`config.mk`:
```
export PLATFORM = sky130hd
export DESIGN_NAME = block_average_then_moving_average_unit
export DESIGN_NICKNAME = d
export VERILOG_FILES = /design/src/rtl/bamau_pkg.sv /design/src/rtl/bamau_ram.sv /design/src/rtl/block_average_then_moving_average_unit.sv
export SDC_FILE = /design/constraint.sdc
export NUM_CORES = 1
export LEC_CHECK = 0
export BUFFER_PORTS_ARGS = -buffer_cell sky130_fd_sc_hd__clkbuf_2
export CORE_MARGIN = 10
export CORE_UTILIZATION = 65
export DETAILED_ROUTE_END_ITERATION = 6
export GPL_ROUTABILITY_DRIVEN = 1
export PLACE_DENSITY = 0.88
export SLEW_MARGIN = 40
export SYNTH_ARGS = -nofsm -noshare
export SYNTH_HDL_FRONTEND = slang
export SYNTH_SLANG_ARGS = --single-unit
```
`constraint.sdc`:
```
create_clock -name clock -period 10.55 [get_ports clock]
set_input_delay 0.5275 -clock clock [delete_from_list [all_inputs] [get_ports clock]]
set_output_delay 0.5275 -clock clock [all_outputs]
set_load 0.005 [all_outputs]
```
`src/rtl/bamau_pkg.sv`:
```
// Shared constants for the block average then moving average unit.
// Holds the default geometry and the fixed-point format of the result.
// No dependencies.
`default_nettype none

package bamau_pkg;

   localparam int BLOCK_LEN_DEF   = 16;
   localparam int NUM_BLOCKS_DEF  = 4;
   localparam int SAMPLE_BITS_DEF = 24;

   // The result is unsigned fixed point with this many fraction bits.
   localparam int FRAC_BITS = 6;
   localparam int MEAN_BITS = 30;

endpackage : bamau_pkg

`default_nettype wire

```
`src/rtl/bamau_ram.sv`:
```
// Generic single-clock RAM with one write port and one registered read port.
// Used for the ring of block sums. No dependencies.
`default_nettype none

module bamau_ram #(
   parameter int WIDTH = 28,
   parameter int DEPTH = 4
) (
   input  wire logic                     clock,
   input  wire logic                     wr_en,
   input  wire logic [$clog2(DEPTH)-1:0] wr_addr,
   input  wire logic [WIDTH-1:0]         wr_data,
   input  wire logic [$clog2(DEPTH)-1:0] rd_addr,
   output logic      [WIDTH-1:0]         rd_data
);

   logic [WIDTH-1:0] mem_ff [DEPTH];

   always_ff @(posedge clock) begin
      if (wr_en) begin
         mem_ff[wr_addr] <= wr_data;
      end
      rd_data <= mem_ff[rd_addr];
   end

endmodule : bamau_ram

`default_nettype wire

```
`src/rtl/block_average_then_moving_average_unit.sv`:
```
// Once warmed up, a result follows every BLOCK_LEN samples, in the cycle after the transfer
// of the block's last sample. One sample per cycle, but that sample waits while a result is stalled.
// The ring of block sums lives in bamau_ram; the slot to be replaced is read ahead of time.
// Reset clears the sample counter, accumulator, ring index, warm-up flag and window total.
// The ring itself is not cleared; its contents are only used after every slot has been written.
// Depends on bamau_pkg and bamau_ram.
`default_nettype none

module block_average_then_moving_average_unit
   import bamau_pkg::*;
#(
   parameter int BLOCK_LEN   = BLOCK_LEN_DEF,
   parameter int NUM_BLOCKS  = NUM_BLOCKS_DEF,
   parameter int SAMPLE_BITS = SAMPLE_BITS_DEF
) (
   input  wire logic                   clock,
   input  wire logic                   reset,
   input  wire logic                   req_valid,
   output logic                        req_stall,
   input  wire logic [SAMPLE_BITS-1:0] req_sample,
   output logic                        rsp_valid,
   input  wire logic                   rsp_stall,
   output logic      [MEAN_BITS-1:0]   rsp_mean_scaled
);

   localparam int CNT_W   = $clog2(BLOCK_LEN);
   localparam int IDX_W   = $clog2(NUM_BLOCKS);
   localparam int LOG_WIN = CNT_W + IDX_W;
   localparam int ACC_W   = SAMPLE_BITS + CNT_W;
   localparam int WIN_W   = SAMPLE_BITS + LOG_WIN;
   localparam int EXT_W   = (WIN_W + FRAC_BITS > MEAN_BITS) ? WIN_W + FRAC_BITS : MEAN_BITS;

   localparam logic [CNT_W-1:0] CNT_LAST = CNT_W'(BLOCK_LEN - 1);
   localparam logic [IDX_W-1:0] IDX_LAST = IDX_W'(NUM_BLOCKS - 1);

   logic [CNT_W-1:0]     count_ff,  count_in;
   logic [ACC_W-1:0]     acc_ff,    acc_in;
   logic [IDX_W-1:0]     index_ff,  index_in;
   logic                 warm_ff,   warm_in;
   logic [WIN_W-1:0]     total_ff,  total_in;
   logic                 rsp_valid_ff, rsp_valid_in;
   logic [MEAN_BITS-1:0] mean_ff,   mean_in;

   logic             accept;
   logic             done;
   logic             emit;
   logic [ACC_W-1:0] block_sum;
   logic [ACC_W-1:0] old_sum;
   logic [EXT_W-1:0] mean_ext;

   // Only the sample that would produce a result has to wait for the output register.
   assign emit      = (count_ff == CNT_LAST) && (warm_ff || (index_ff == IDX_LAST));
   assign req_stall = rsp_valid_ff && rsp_stall && emit;
   assign accept    = req_valid && !req_stall;
   assign done      = accept && (count_ff == CNT_LAST);
   assign block_sum = acc_ff + ACC_W'(req_sample);

   // The read address follows the ring index, so the slot about to be replaced is
   // already on the read port; a block takes at least two transfers after the index moves.
   bamau_ram #(
      .WIDTH (ACC_W),
      .DEPTH (NUM_BLOCKS)
   ) u_ring (
      .clock   (clock),
      .wr_en   (done),
      .wr_addr (index_ff),
      .wr_data (block_sum),
      .rd_addr (index_ff),
      .rd_data (old_sum)
   );

   always_comb begin
      count_in = count_ff;
      acc_in   = acc_ff;
      index_in = index_ff;
      warm_in  = warm_ff;
      total_in = total_ff;
      if (accept) begin
         count_in = count_ff + CNT_W'(1);
         acc_in   = done ? '0 : block_sum;
      end
      if (done) begin
         index_in = index_ff + IDX_W'(1);
         warm_in  = warm_ff || (index_ff == IDX_LAST);
         total_in = total_ff + WIN_W'(block_sum) - (warm_ff ? WIN_W'(old_sum) : '0);
      end
   end

   assign mean_ext = (EXT_W'(total_in) << FRAC_BITS) >> LOG_WIN;
   assign mean_in  = mean_ext[MEAN_BITS-1:0];

   always_comb begin
      rsp_valid_in = rsp_valid_ff;
      if (done && emit) begin
         rsp_valid_in = 1'b1;
      end else if (!rsp_stall) begin
         rsp_valid_in = 1'b0;
      end
   end

   always_ff @(posedge clock) begin
      if (reset) begin
         count_ff     <= '0;
         acc_ff       <= '0;
         index_ff     <= '0;
         warm_ff      <= 1'b0;
         total_ff     <= '0;
         rsp_valid_ff <= 1'b0;
      end else begin
         count_ff     <= count_in;
         acc_ff       <= acc_in;
         index_ff     <= index_in;
         warm_ff      <= warm_in;
         total_ff     <= total_in;
         rsp_valid_ff <= rsp_valid_in;
      end
   end

   always_ff @(posedge clock) begin
      if (done && emit) begin
         mean_ff <= mean_in;
      end
   end

   assign rsp_valid       = rsp_valid_ff;
   assign rsp_mean_scaled = mean_ff;

   a_rise_from_block : assert property (@(posedge clock) disable iff (reset)
      $rose(rsp_valid_ff) |-> $past(done && emit))
      else $error("result appeared without a completed block");

   a_warm_before_result : assert property (@(posedge clock) disable iff (reset)
      rsp_valid_ff |-> warm_ff)
      else $error("result presented before the ring was filled");

   a_index_moves_on_block : assert property (@(posedge clock) disable iff (reset)
      !done |=> $stable(index_ff))
      else $error("ring index moved without a completed block");

   a_no_overwrite : assert property (@(posedge clock) disable iff (reset)
      (rsp_valid_ff && rsp_stall) |-> !(done && emit))
      else $error("pending result overwritten while stalled");

endmodule : block_average_then_moving_average_unit

`default_nettype wire
```
# After elaboration in Yosys (flattened, before gate mapping)
# Memories as Yosys holds them, arrays and structs flattened. A register that Yosys moved wholly into a read port is not among the register bits.
# Cells that the tools add are included.
# totals
input_bits,28
out_inout_bits,32
elab_cells,31
register_bits,96
mem_bits_rw,112
mem_count,1
# classes
add_sub_neg,5
muxes,7
n_eq_ne,3
reduce_logical,8
# memory_table
memory,words,word_bits,rd,rd_clocked_by_memory_dff,write_ports,line_no,rtl
u_ring.mem_ff,4,28,1,1,1,bamau_ram.sv:17,logic [WIDTH-1:0] mem_ff [DEPTH];
# op_table
cell,n
$mux 28,2
$add 30x28->30,1
$mux 30,1
$sub 30x28->30,1
$add 28x24->28,1
$logic_and 1x1->1,6
$add 4x1->4 const B,1
$eq 4x4->1 const B,1
$mux 1,4
$add 2x1->2 const B,1
$eq 2x2->1 const B,1
$ne 2x1->1 const B,1
$logic_not 1->1,1
$logic_or 1x1->1,1

# Longest topological paths before layout
# Gate-level depths: netlist (run 1).
# logic_depth
depth_word,9
depth_mapped,22
depth_no_buf,20

# Hierarchy
# From an unflattened synthesis (run 1), not the netlist that was laid out.
# hier_totals
hier_cells,1095
hier_area_um2,12194.2
# by_module_without_submodules
mod,cells_each,area_each_um2,n_inst,seq_area_each_um2
block_average_then_moving_average_unit,917,7512.2,1,2222.1
bamau_ram,178,4682.0,1,3923.8

# Least setup slack after synthesis (run 1)
# No wires, ideal clock.
# synth_path
path_type,input port to flip-flop
start,in req_sample[0]
end,"reg mean_ff[25] (netlist: rsp_mean_scaled[25]), data pin"
setup_time_ns,0.274
setup_slack_ns,5.613
path_buffers,1
path_stages,19
required_ns,10.276
t_arrival_ns,4.663
cell_sequence,ha_1 > fa_1 > a211oi_1 > o21ai_1 > a41oi_1 > o21ai_1 > xor2_1 > inv_1 > fa_1 > inv_1 > ha_1 > clkbuf_1 > a21oi_1 > o211ai_1 > or3_4 > a21oi_1 > o21bai_1 > o31ai_1 > a31oi_1
# synth_between
elab_chain_cells,4
# synth_rtl
item,line_no,rtl
from (decl),block_average_then_moving_average_unit.sv:20,"input wire logic [SAMPLE_BITS-1:0] req_sample,"
$add 28x24->28,block_average_then_moving_average_unit.sv:56,assign block_sum = acc_ff + ACC_W'(req_sample);
net block_sum[16],block_average_then_moving_average_unit.sv:47,logic [ACC_W-1:0] block_sum;
$add 30x28->30,block_average_then_moving_average_unit.sv:85,total_in = total_ff + WIN_W'(block_sum) - (warm_ff ? WIN_W'(old_sum) : '0);
$sub 30x28->30,block_average_then_moving_average_unit.sv:85,
$mux 30,block_average_then_moving_average_unit.sv:82,if (done) begin
net mean_in[25],block_average_then_moving_average_unit.sv:42,"logic [MEAN_BITS-1:0] mean_ff, mean_in;"
to (signal assigned),block_average_then_moving_average_unit.sv:121,mean_ff <= mean_in;
to (decl),block_average_then_moving_average_unit.sv:42,
# The timed path passes the listed nets, and every way through them passes these cells.
# A chain may end at the register's enable or synchronous reset.

# Worst setup path in the final report (run 1)
# layout_path
start,reg acc_ff[0]
end,reg total_ff[25]
# layout_between
elab_chain_cells,4
# layout_rtl
item,line_no,rtl
from (decl),block_average_then_moving_average_unit.sv:37,"logic [ACC_W-1:0] acc_ff, acc_in;"
from (signal assigned),block_average_then_moving_average_unit.sv:111,acc_ff <= acc_in;
$add 28x24->28,block_average_then_moving_average_unit.sv:56,
net block_sum[14],block_average_then_moving_average_unit.sv:47,
$add 30x28->30,block_average_then_moving_average_unit.sv:85,
$sub 30x28->30,block_average_then_moving_average_unit.sv:85,
$mux 30,block_average_then_moving_average_unit.sv:82,
to (signal assigned),block_average_then_moving_average_unit.sv:114,total_ff <= total_in;
to (decl),block_average_then_moving_average_unit.sv:40,"logic [WIN_W-1:0] total_ff, total_in;"
# The timed path passes the listed nets, and every way through them passes these cells.

==> results of run 1 <==
## cell families (layout without fill, tap and decap cells)
kind of cell               count (synthesis)  after routing  share of synthesized area
adders and majority gates                 88             88                      0.110
xor gates and xnor gates                  48             48                     0.0352
AOI/OAI and AO/OA                        234            234                      0.124
muxes                                     33             33                     0.0570
and+or+nand+nor                          263            263                      0.109
buffers and inverters                    157            234                     0.0494
DFF                                      236            236                      0.515
## flip-flops by register name, summed over array words and instances (netlist names)
register	flops
rsp_valid	1
total_ff	30
index_ff	2
count_ff	4
acc_ff	28
warm_ff	1
u_ring.mem_ff	112
u_ring.rd_data	28
rsp_mean_scaled	30
## critical path, delay by kind of cell (launching register included)
family	cells	cell delay, ns
xor+xnor	1	0.25
compound gates	12	2.76
flops	1	0.32
fa+ha+maj	4	1.62
buf+inv	2	0.24
simple gates	1	0.17
## synthesized netlist by cell type, types with 6 or more instances
cell type / n
and2_1: 36
nor2b_1: 27
dfxtp_1: 94
a22oi_1: 12
a31oi_1: 7
xnor2_1: 33
a211oi_1: 9
a21oi_1: 67
nor2_1: 59
fa_1: 29
ha_1: 59
nand3_1: 11
o21ai_1: 11
nand2_1: 77
or3_1: 8
inv_1: 122
nor3_1: 8
clkbuf_1: 30
a21o_1: 14
o21ai_0: 50
edfxtp_1: 142
and3_1: 9
o21bai_1: 10
o21a_1: 9
xor2_1: 15
a22o_1: 6
nand4_1: 13
o211ai_1: 11
mux4_2: 28
## cells in the final DEF (no fill, tap or decap), types with 4 or more instances in the layout
master / count
edfxtp_1: 142
inv_1: 122
dfxtp_1: 91
nand2_1: 77
a21oi_1: 67
ha_1: 59
clkbuf_2: 59
nor2_1: 57
o21ai_0: 50
and2_1: 35
xnor2_1: 33
fa_1: 29
mux4_2: 28
nor2b_1: 27
clkbuf_16: 25
xor2_1: 15
a21o_1: 14
nand4_1: 13
a22oi_1: 12
o211ai_1: 11
nand3_1: 11
o21bai_1: 10
o21ai_1: 10
and3_1: 9
a211oi_1: 9
o21a_1: 9
nor3_1: 8
or3_1: 8
buf_4: 8
a31oi_1: 7
a22o_1: 6
mux2i_1: 5
o31ai_1: 5
a211o_1: 4
clkinv_2: 4
## cell type report
| type | instances | area [sq um] | share of cell area |
|---|---|---|---|
| tap | 229 | 287 | 0.0215 |
| timing repair buffer | 68 | 383 | 0.0287 |
| clock inverter | 15 | 164 | 0.0123 |
| multi-input combinational | 666 | 5220 | 0.392 |
| inverter | 122 | 458 | 0.0344 |
| sequential | 236 | 6150 | 0.461 |
| clock buffer | 29 | 671 | 0.0503 |
## worst min-delay path by stage
stage / start / to / slack (ns) / depth (start not counted)
floorplan: acc_ff[14] / acc_ff[14] / 0.43 / 2
global placement: acc_ff[2] / acc_ff[2] / 0.44 / 2
detailed placement: acc_ff[2] / acc_ff[2] / 0.45 / 2
CTS: rsp_stall / rsp_valid / 0.30 / 3
global route: rsp_stall / rsp_valid / 0.31 / 3
finish: rsp_stall / rsp_valid / 0.32 / 3
## routing by layer
layer / share of wire / track usage / vias to the layer above
li1: - / - / 3873
met1: 0.40 / 0.297 / 4015
met5: 0 / 0 / -
met4: 0.027 / 0.0731 / 0
met3: 0.092 / 0.0411 / 60
met2: 0.48 / 0.372 / 469
## stage by stage
step	instance area, sq um	utilization	cells	hold slack, ns
floorplan	11900	-	1059	0.429
global placement	12500	0.691	1320	0.444
detailed placement	12500	0.693	1321	0.452
CTS	13300	0.740	1365	0.302
global route	13300	0.740	1365	0.315
finish	13300	0.740	1365	0.321
## report_power, final
group / internal [mW] / switching (mW) / total [mW]
registers: 1.02 / 0.0103 / 1.04
clock network: 0.528 / 0.359 / 0.887
logic: 0.383 / 0.628 / 1.01
==> summary.md, run 1 <==
| Metric | Value |
|---|---|
| Outcome | complete, no violations |
| Grt total ovfl | 0 |
| # Max-Cap Violations | 0 |
| RSZ-0062 raised after global routing | false |
| # nets final | 1234 |
| Post-synth EDFFs | 142 |
| Worst setup path startpoint | acc_ff[0] |
| Die width | 156 um |
| Initial Utilization | 0.662 |
| H-tree depth | 1 |
| R2r endpoint | total_ff[25] |
| Sequential fraction of the synthesis area | 0.515 |
| Netlist cell types | 61 |
| Via-to-Cell Ratio | 6.17 |
| CTS Buf Count | 24 |
| Worst R2R Start | acc_ff[0] |
| CP arrival | 5.87 ns |
| Starting DRT DRC Count | 852 |
| Share of cells above drive strength 1 | 0.135 |
| IO buf count | 59 |
| Pre-CTS setup slack | 4.89 ns |
| Synthesized area per cell | 11.3 sq um |
| Gate Count Post-Synth | 1059 |
| Top cells by area, synth | edfxtp_1 (36%), dfxtp_1 (16%), ha_1 (6.2%), mux4_2 (5.3%), fa_1 (4.9%) |
| Most used cell along the critical path | a21oi_1 |
| Clock Skews | 0.0175 ns |
| Post-Route WL | 27.4 mm |
| Layout overhead on the synthesized area | 11.7% |
| CP Data Required Time | 10.98 ns |
| Initial antenna violation count | 0 |
| Longest Clk Path Bufs | 3 |
| Fmax | 0.184 GHz |
| Drt wl/cell | 20.0 um |
| Die area | 24200 sq um |
| Overall Power | 2.93 mW |
| Root buf cell | clkbuf_16 |
| Setup violations, final | 0 |
| CP cell instances | ha_1 > fa_1 > a211oi_1 > o21bai_1 > a21oi_1 > a32oi_1 > a21oi_1 > xnor2_1 > inv_1 > fa_1 > inv_1 > ha_1 > nand2_1 > a21o_1 > a21o_1 > a211oi_1 > a21oi_1 > o21bai_1 > o31ai_1 > a311oi_1 |
| Fin crit share | 0.516 |
| Worst-path clk slew | 0.07 ns |
| Via Count | 8417 |
| Tightest Pin Transition | 0.836 ns |
| GRT Total Usage | 0.226 |
| # resized after CTS | 0 |
| HP Class | input port to register |
| Worst relative slew slack | 0.443 |
| Setup TNS | 0 ns |
| CTS Hold Bufs | 0 |
| Postcts setup bufs | 0 |
| Die H | 156 um |
| Yosys top cell area share | 0.357 |
| DRC violations left | 0 |
| Skew-Pair Late Insertion Delay | 0.52 ns |
| I/O pin count | 60 |
| Reg2reg path depth | 20 |
| Core footprint | 18000 sq um |
| CP max-delay cell | fa_1 |
| FILL cells | 1109 |
| Hpwl dp | 18.6 mm |
| Power Dens Cells | 220 nW/um^2 |
| Largest stage delay, worst path | 0.56 ns |
| Critical Path End | total_ff[25] |
| Synth area leader | edfxtp_1 |
| Final ANT Viol Nets | 0 |
| R2R Setup Slk | 5.11 ns |
| Vias in the first global route | 8482 |
| Setup CP Type | register to register |
| Main synth FF type | edfxtp_1 |
| Syn_nets | 1175 |
| Maximum fanout along the worst path | 6 |
| LEAKAGE | 5.24 nW |
| Total iterations of the first detailed-routing run | 6 |
| Synth Warn # | 0 |
| Min Tclk post-route | 5.44 ns |
| Final GP Congestion | 0.891 |
| Synth Register Bits | 236 |
| Antenna cells | 0 |
| TritonCTS clock tree | built |
| Post-Syn Area | 11900 sq um |
| First-pass GRT wire length | 44.4 mm |
| CP startpoint kind | register |
| Final Hold Viols | 0 |
| Num rows | 49 |
| Largest net degree at the start of global routing | 60 |
| Setup ws final | 5.11 ns |
| VDD IR max | 0.000161 V |
| Max Slew Vio Count | 0 |
| Critical path endpoint category | register |
| CTS sink count | 236 |
| Post-synthesis async set-or-reset flop share | 0 |
No activity file was read; power rests on OpenSTA's default activity.
==> inputs of run 2 (changes only) <==
- CORE_UTILIZATION: 65 -> 62
- PLACE_DENSITY: 0.88 -> 0.85
- clock period: 10.55 -> 5.7 ns (I/O delays scaled with it)
==> run 2 against run 1 <==
  * Sequential share of layout area grew 0.099 points
  * Hold slack got worse by 0.22 ns
  * Flip-flop and latch count unchanged
  * Register-to-register slack worse by 4.7 ns
  * Routed wire length down 0.95%
  * Non-clock buffer count up 6
  * Die area increased by 4.2%
  * Power grew 80%
  * Clock power is 67% higher
  * Final cell count increased by 2.4%
  * Utilization down 3.3 points
  * Clock-buffer cell count down 1
  * Highest routed layer unchanged
==> summary.md, run 2 (synthesis gave the netlist of run 1 again) <==
| Metric | Value |
|---|---|
| CTS sink count | 236 (unchanged) |
| Die H | 159 um (+2.1%) |
| Fmax | 0.188 GHz (+2.4%) |
| Via-to-Cell Ratio | 6.02 (-2.4%) |
| Post-Route WL | 27.1 mm (-0.95%) |
| Postcts setup bufs | 0 (unchanged) |
| Critical path endpoint category | register |
| Skew-Pair Late Insertion Delay | 0.51 ns (about the same) |
| Die width | 159 um (+2.1%) |
| Antenna cells | 0 (unchanged) |
| Drt wl/cell | 19.4 um (-3.3%) |
| Commonest non-fill, non-tap cell in the layout | edfxtp_1 |
| Min Tclk post-route | 5.32 ns (-0.128 ns) |
| Largest net degree at the start of global routing | 60 (unchanged) |
| # nets final | 1239 (+0.41%) |
| IO buf count | 59 (unchanged) |
| CP startpoint kind | register |
| Max reg flops | 112 (unchanged) |
| H-tree depth | 1 (unchanged) |
| Power Dens Cells | 396 nW/um^2 (+80%) |
| Overall Power | 5.27 mW (+80%) |
| Setup TNS | 0 ns (unchanged) |
| Reg power frac | 0.363 (+0.010) |
| Grt total ovfl | 0 (unchanged) |
| Setup CP Type | register to register |
| VDD IR max | 0.000298 V (+85%) |
| CP Data Required Time | 6.12 ns (-4.86 ns) |
| Max Slew Vio Count | 0 (unchanged) |
| Share of cells above drive strength 1 | 0.136 (+0.00152) |
| Clock Skews | 0.00786 ns (-0.00963 ns) |
| CP arrival | 5.74 ns (-0.13 ns) |
| Fin crit share | 0.933 (+0.417) |
| Final std cells w/o fill | 1398 (+2.4%) |
| Most frequent cells in the layout | edfxtp_1 (142), inv_1 (122), dfxtp_1 (92) |
| Num rows | 50 (+2.0%) |
| Hpwl dp | 18.3 mm (-1.3%) |
| # Max-Cap Violations | 0 (unchanged) |
| Final ANT Viol Nets | 0 (unchanged) |
| I/O pin count | 60 (unchanged) |
| Vias in the first global route | 8412 (-0.83%) |
| Layout overhead on the synthesized area | 11.4% |
| Net Sw Frac | 0.344 (+0.00373) |
| Final GP Congestion | 0.927 (+4.1%) |
| Initial antenna violation count | 0 (unchanged) |
| GRT Total Usage | 0.210 (-0.0158) |
| TritonCTS clock tree | built |
| Die area | 25200 sq um (+4.2%) |
| LEAKAGE | 5.19 nW (-0.85%) |
| Starting DRT DRC Count | 676 (-21%) |
| CTS Buf Count | 23 (-4.2%) |
| Post-Place Cells | 1358 (+2.8%) |
| Tightest Pin Transition | 0.778 ns (-0.0576 ns) |
| DRC violations left | 0 (unchanged) |
| Biggest register | u_ring.mem_ff |
| Outcome | complete, no violations |
| Via Count | 8413 (-0.048%) |
| Root buf cell | clkbuf_16 |
| First-pass GRT wire length | 43.9 mm (-1.1%) |
| Hold Slack | 0.0972 ns (-0.224 ns) |
| Worst relative slew slack | 0.481 (+0.0384) |
| Final Hold Viols | 0 (unchanged) |
| Setup violations, final | 0 (unchanged) |
| Comb power frac | 0.357 (+0.012) |
| Worst-path clk slew | 0.06 ns (about the same) |
| Psw | 1.81 mW (+82%) |
| Maximum fanout along the worst path | 6 (unchanged) |
| Longest Clk Path Bufs | 3 (unchanged) |
| HP Class | input port to register |
| Internal power component | 3.46 mW (+79%) |
| RSZ-0062 raised after global routing | false |
| Pre-CTS setup slack | 0.276 ns (-4.61 ns) |
| Total iterations of the first detailed-routing run | 5 (-1) |
| Clock Power Share | 0.280 (-0.022) |
| Initial Utilization | 0.634 (-0.0283) |
| Setup ws final | 0.384 ns (-4.72 ns) |
| Core footprint | 18800 sq um (+4.5%) |
run 2: cell count changes in the layout (fill, tap and decap cells not counted), moves of 2 or more:
cell / previous run / this run
a21oi_1: 67 / 65
clkinv_1: 3 / 0
a21oi_2: 0 / 2
clkinvlp_4: 1 / 4
buf_4: 8 / 14
clkbuf_1: 1 / 5
clkbuf_8: 3 / 0
clkbuf_16: 25 / 23
run 2: per-stage QoR:
step,cell area [sq um],util
after floorplan,11900,-
after global placement,12500,0.666
after detailed placement,12600,0.667
after CTS,13300,0.705
after global routing,13300,0.706
final,13300,0.706
run 2: worst max-delay path, stage by stage, from the launching register on:
cell and delay (ns):
dfxtp_1 0.31, ha_1 0.22, fa_1 0.43, a211oi_1 0.30, o21bai_1 0.12, a21oi_1 0.24
a32oi_1 0.25, a21oi_1 0.26, xnor2_1 0.25, inv_1 0.19, fa_1 0.54, inv_1 0.05
ha_1 0.40, nand2_1 0.17, a21o_1 0.19, a21o_1 0.18, a211oi_1 0.36, a21oi_1 0.16
o21bai_1 0.24, o31ai_1 0.12, a311oi_1 0.24
run 2: power groups by stage:
stage	Combinational, mW	Sequential, mW	Clock (mW)
5_1_grt	2.08	1.92	1.55
3_3_place_gp	1.74	1.95	0
2_1_floorplan	1.39	1.95	0
3_5_place_dp	1.80	1.95	0
4_1_cts	1.83	1.91	1.49
6_report	1.88	1.91	1.48
run 2: cell type report:
cell class / count / area, sq um
clock buffer: 28 / 594
multi-input combinational: 666 / 5230
timing repair buffer: 74 / 415
tap: 260 / 325
sequential: 236 / 6150
inverter: 122 / 458
clock inverter: 12 / 128
fill: 1275 / 5530
run 2: worst paths after layout:
path	startpoint	to	slack, ns	depth (start not counted)
setup / recovery	acc_ff[0]	total_ff[25]	0.38	20
hold / removal	rsp_stall	rsp_valid	0.1	3
setup reg to reg	acc_ff[0]	total_ff[25]	0.38	20
hold reg to reg	acc_ff[2]	acc_ff[2]	0.46	2
run 2: timing repair:
action,4_1_cts,5_1_grt
hold buffers,0,0
gates resized for setup,0,3
setup endpoints to repair,0,2
run 2: metal layers:
metal  global-route usage  wire length [um]  vias to the layer above
met5                    0                 0                        -
met4               0.0591               640                        0
met3               0.0411              2360                       61
met2                0.347             12800                      411
met1                0.277             11300                     4058
li1                     -                 -                     3883
==> inputs of run 3 (changes only) <==
- BUFFER_PORTS_ARGS: -buffer_cell sky130_fd_sc_hd__clkbuf_2 -> not set
- CORE_UTILIZATION: 62 -> 64
- DONT_BUFFER_PORTS: not set -> 1
- PLACE_DENSITY: 0.85 -> 0.84
- SKIP_CTS_REPAIR_TIMING: not set -> 1
==> run 3 against run 2 <==
  * Clock-buffer cell count unchanged
  * Routed wire length fell by 1.4%
  * Critical path depth unchanged
  * Worst setup slack lost 0.014 ns
  * Sequential power barely moved
  * Sequential share of layout area up 0.38 points
  * Via count down 4.9%
  * Power is 4.9% higher
  * Final cell count fell by 6.2%
  * The run now ends with negative hold slack left
==> summary.md, run 3 (synthesis gave the netlist of run 1 again) <==
| Metric | Value |
|---|---|
| Outcome | finished with violations |
| Violated checks | negative hold slack |
| LEAKAGE | 5.06 nW (-2.6%) |
| RSZ-0062 raised after global routing | false |
| Initial Utilization | 0.658 (+0.0239) |
| DRC violations left | 0 (unchanged) |
| CTS sink count | 236 (unchanged) |
| Layout overhead on the synthesized area | 10.5% |
| First-pass GRT wire length | 42.6 mm (-3.0%) |
| H-tree depth | 1 (unchanged) |
| R2R Setup Slk | 0.37 ns (about the same) |
| Min Tclk post-route | 5.33 ns (+0.0137 ns) |
| # Max-Cap Violations | 0 (unchanged) |
| Share of cells above drive strength 1 | 0.0905 (-0.0457) |
| Max Slew Vio Count | 0 (unchanged) |
| CP startpoint kind | register |
| Power Dens Cells | 419 nW/um^2 (+5.8%) |
| Buf/Inv on CP | 2 (unchanged) |
| Setup ws final | 0.370 ns (-0.0137 ns) |
| Die width | 157 um (-1.4%) |
| Max reg flops | 112 (unchanged) |
| Largest net degree at the start of global routing | 60 (unchanged) |
| Biggest register | u_ring.mem_ff |
| Commonest non-fill, non-tap cell in the layout | edfxtp_1 |
| CP cell instances | ha_1 > fa_1 > a211oi_1 > o21bai_1 > a21oi_1 > a32oi_1 > a21oi_1 > xnor2_1 > inv_1 > fa_1 > inv_1 > ha_1 > nand2_1 > a21o_1 > a21o_1 > a211oi_1 > a21oi_1 > o21bai_1 > o31ai_1 > a311oi_1 |
| TritonCTS clock tree | built |
| Die H | 157 um (-1.4%) |
| Starting DRT DRC Count | 700 (+3.6%) |
| Vias in the first global route | 8050 (-4.3%) |
| Initial antenna violation count | 0 (unchanged) |
| GRT Total Usage | 0.217 (+0.00748) |
| Hpwl dp | 17.5 mm (-4.3%) |
| Final ANT Viol Nets | 0 (unchanged) |
| # nets final | 1181 (-4.7%) |
| Core footprint | 18100 sq um (-3.6%) |
| Via-to-Cell Ratio | 6.10 (+1.3%) |
| Final Hold Viols | 1 (+1) |
| VDD IR max | 0.000325 V (+9.0%) |
| Skew-Pair Late Insertion Delay | 0.53 ns (+0.02 ns) |
| Setup TNS | 0 ns (unchanged) |
| Most used cell along the critical path | a21oi_1 |
| CP max-delay cell | fa_1 |
| Maximum fanout along the worst path | 6 (unchanged) |
| Worst relative slew slack | 0.426 (-0.0553) |
| CP Data Required Time | 6.12 ns (about the same) |
| HP Class | input port to register |
| Total iterations of the first detailed-routing run | 5 (unchanged) |
| Die area | 24500 sq um (-2.7%) |
| Worst-path clk slew | 0.06 ns (about the same) |
| Tightest Pin Transition | 0.861 ns (+0.0830 ns) |
| Post-Route WL | 26.7 mm (-1.4%) |
| Setup CP Type | register to register |
| I/O pin count | 60 (unchanged) |
| Root buf cell | clkbuf_16 |
| Most frequent cells in the layout | edfxtp_1 (142), inv_1 (122), dfxtp_1 (92) |
| Critical path endpoint category | register |
| Setup violations, final | 0 (unchanged) |
| CTS Buf Count | 24 (+4.3%) |
| Drt wl/cell | 20.4 um (+5.0%) |
| Fmax | 0.188 GHz (-0.26%) |
| Overall Power | 5.53 mW (+4.9%) |
| Pre-CTS setup slack | 0.466 ns (+0.190 ns) |
| Fin crit share | 0.935 (+0.00241) |
| Via Count | 7998 (-4.9%) |
| Antenna cells | 0 (unchanged) |
| Final GP Congestion | 0.885 (-4.5%) |
| Clock Skews | 0.0221 ns (+0.0143 ns) |
| IO buf count | 0 (-100%) |
| Hold Slack | -0.00717 ns (-0.104 ns) |
| CP top delay family | compound AO/OA/AOI/OAI gates |
| Final core occ | 0.727 (+0.0206) |
| Num rows | 49 (-2.0%) |
| Largest stage delay, worst path | 0.54 ns (about the same) |
| CP arrival | 5.75 ns (about the same) |
| Grt total ovfl | 0 (unchanged) |
| Longest Clk Path Bufs | 3 (unchanged) |
[run 3: cell count changes in the layout (fill, tap and decap cells not counted), moves of 2 or more]
cell	before	now
clkinv_2	4	2
bufinv_16	2	7
clkbuf_1	5	2
buf_4	14	11
buf_16	0	2
clkinv_1	0	2
a21oi_1	65	67
a21oi_2	2	0
clkbuf_16	23	25
clkbuf_2	59	0
dlygate4sd3_1	0	2
[run 3: area by class of cell]
type                            instances  area [sq um]
Sequential cell                       236          6150
Clock buffer                           28           647
Tap cell                              229           287
Inverter                              122           458
Fill cell                            1137          4960
Timing Repair Buffer                   15           158
Clock inverter                         16           267
Multi-Input combinational cell        666          5230
[run 3: where the power goes]
| group | switching (mW) | leakage (nW) | internal, mW |
|---|---|---|---|
| logic | 1.11 | 2.59 | 0.713 |
| registers | 0.0188 | 2.04 | 1.90 |
| clock network | 0.664 | 0.432 | 1.13 |
[run 3: metrics by stage]
| stage | hold WS [ns] | instance area, sq um | std cells |
|---|---|---|---|
| 2_1_floorplan | 0.429 | 11900 | 1059 |
| 3_3_place_gp | 0.361 | 12200 | 1264 |
| 3_5_place_dp | 0.357 | 12200 | 1265 |
| 4_1_cts | -0.195 | 13100 | 1309 |
| 5_1_grt | 0.00723 | 13200 | 1312 |
| 6_report | -0.00717 | 13200 | 1312 |
[run 3: path summary, 6_finish.rpt]
path	depth (start not counted)	end	start
max	20	total_ff[25]	acc_ff[0]
min	2	total_ff[14]	reset
max reg2reg	20	total_ff[25]	acc_ff[0]
min reg2reg	2	acc_ff[2]	acc_ff[2]
[run 3: routing by layer]
metal / GRT usage / vias to the layer above / wire length, um
li1: - / 3764 / -
met1: 0.289 / 3853 / 11500
met2: 0.345 / 316 / 12300
met3: 0.0447 / 65 / 2050
met4: 0.0849 / 0 / 841
met5: 0 / - / 0
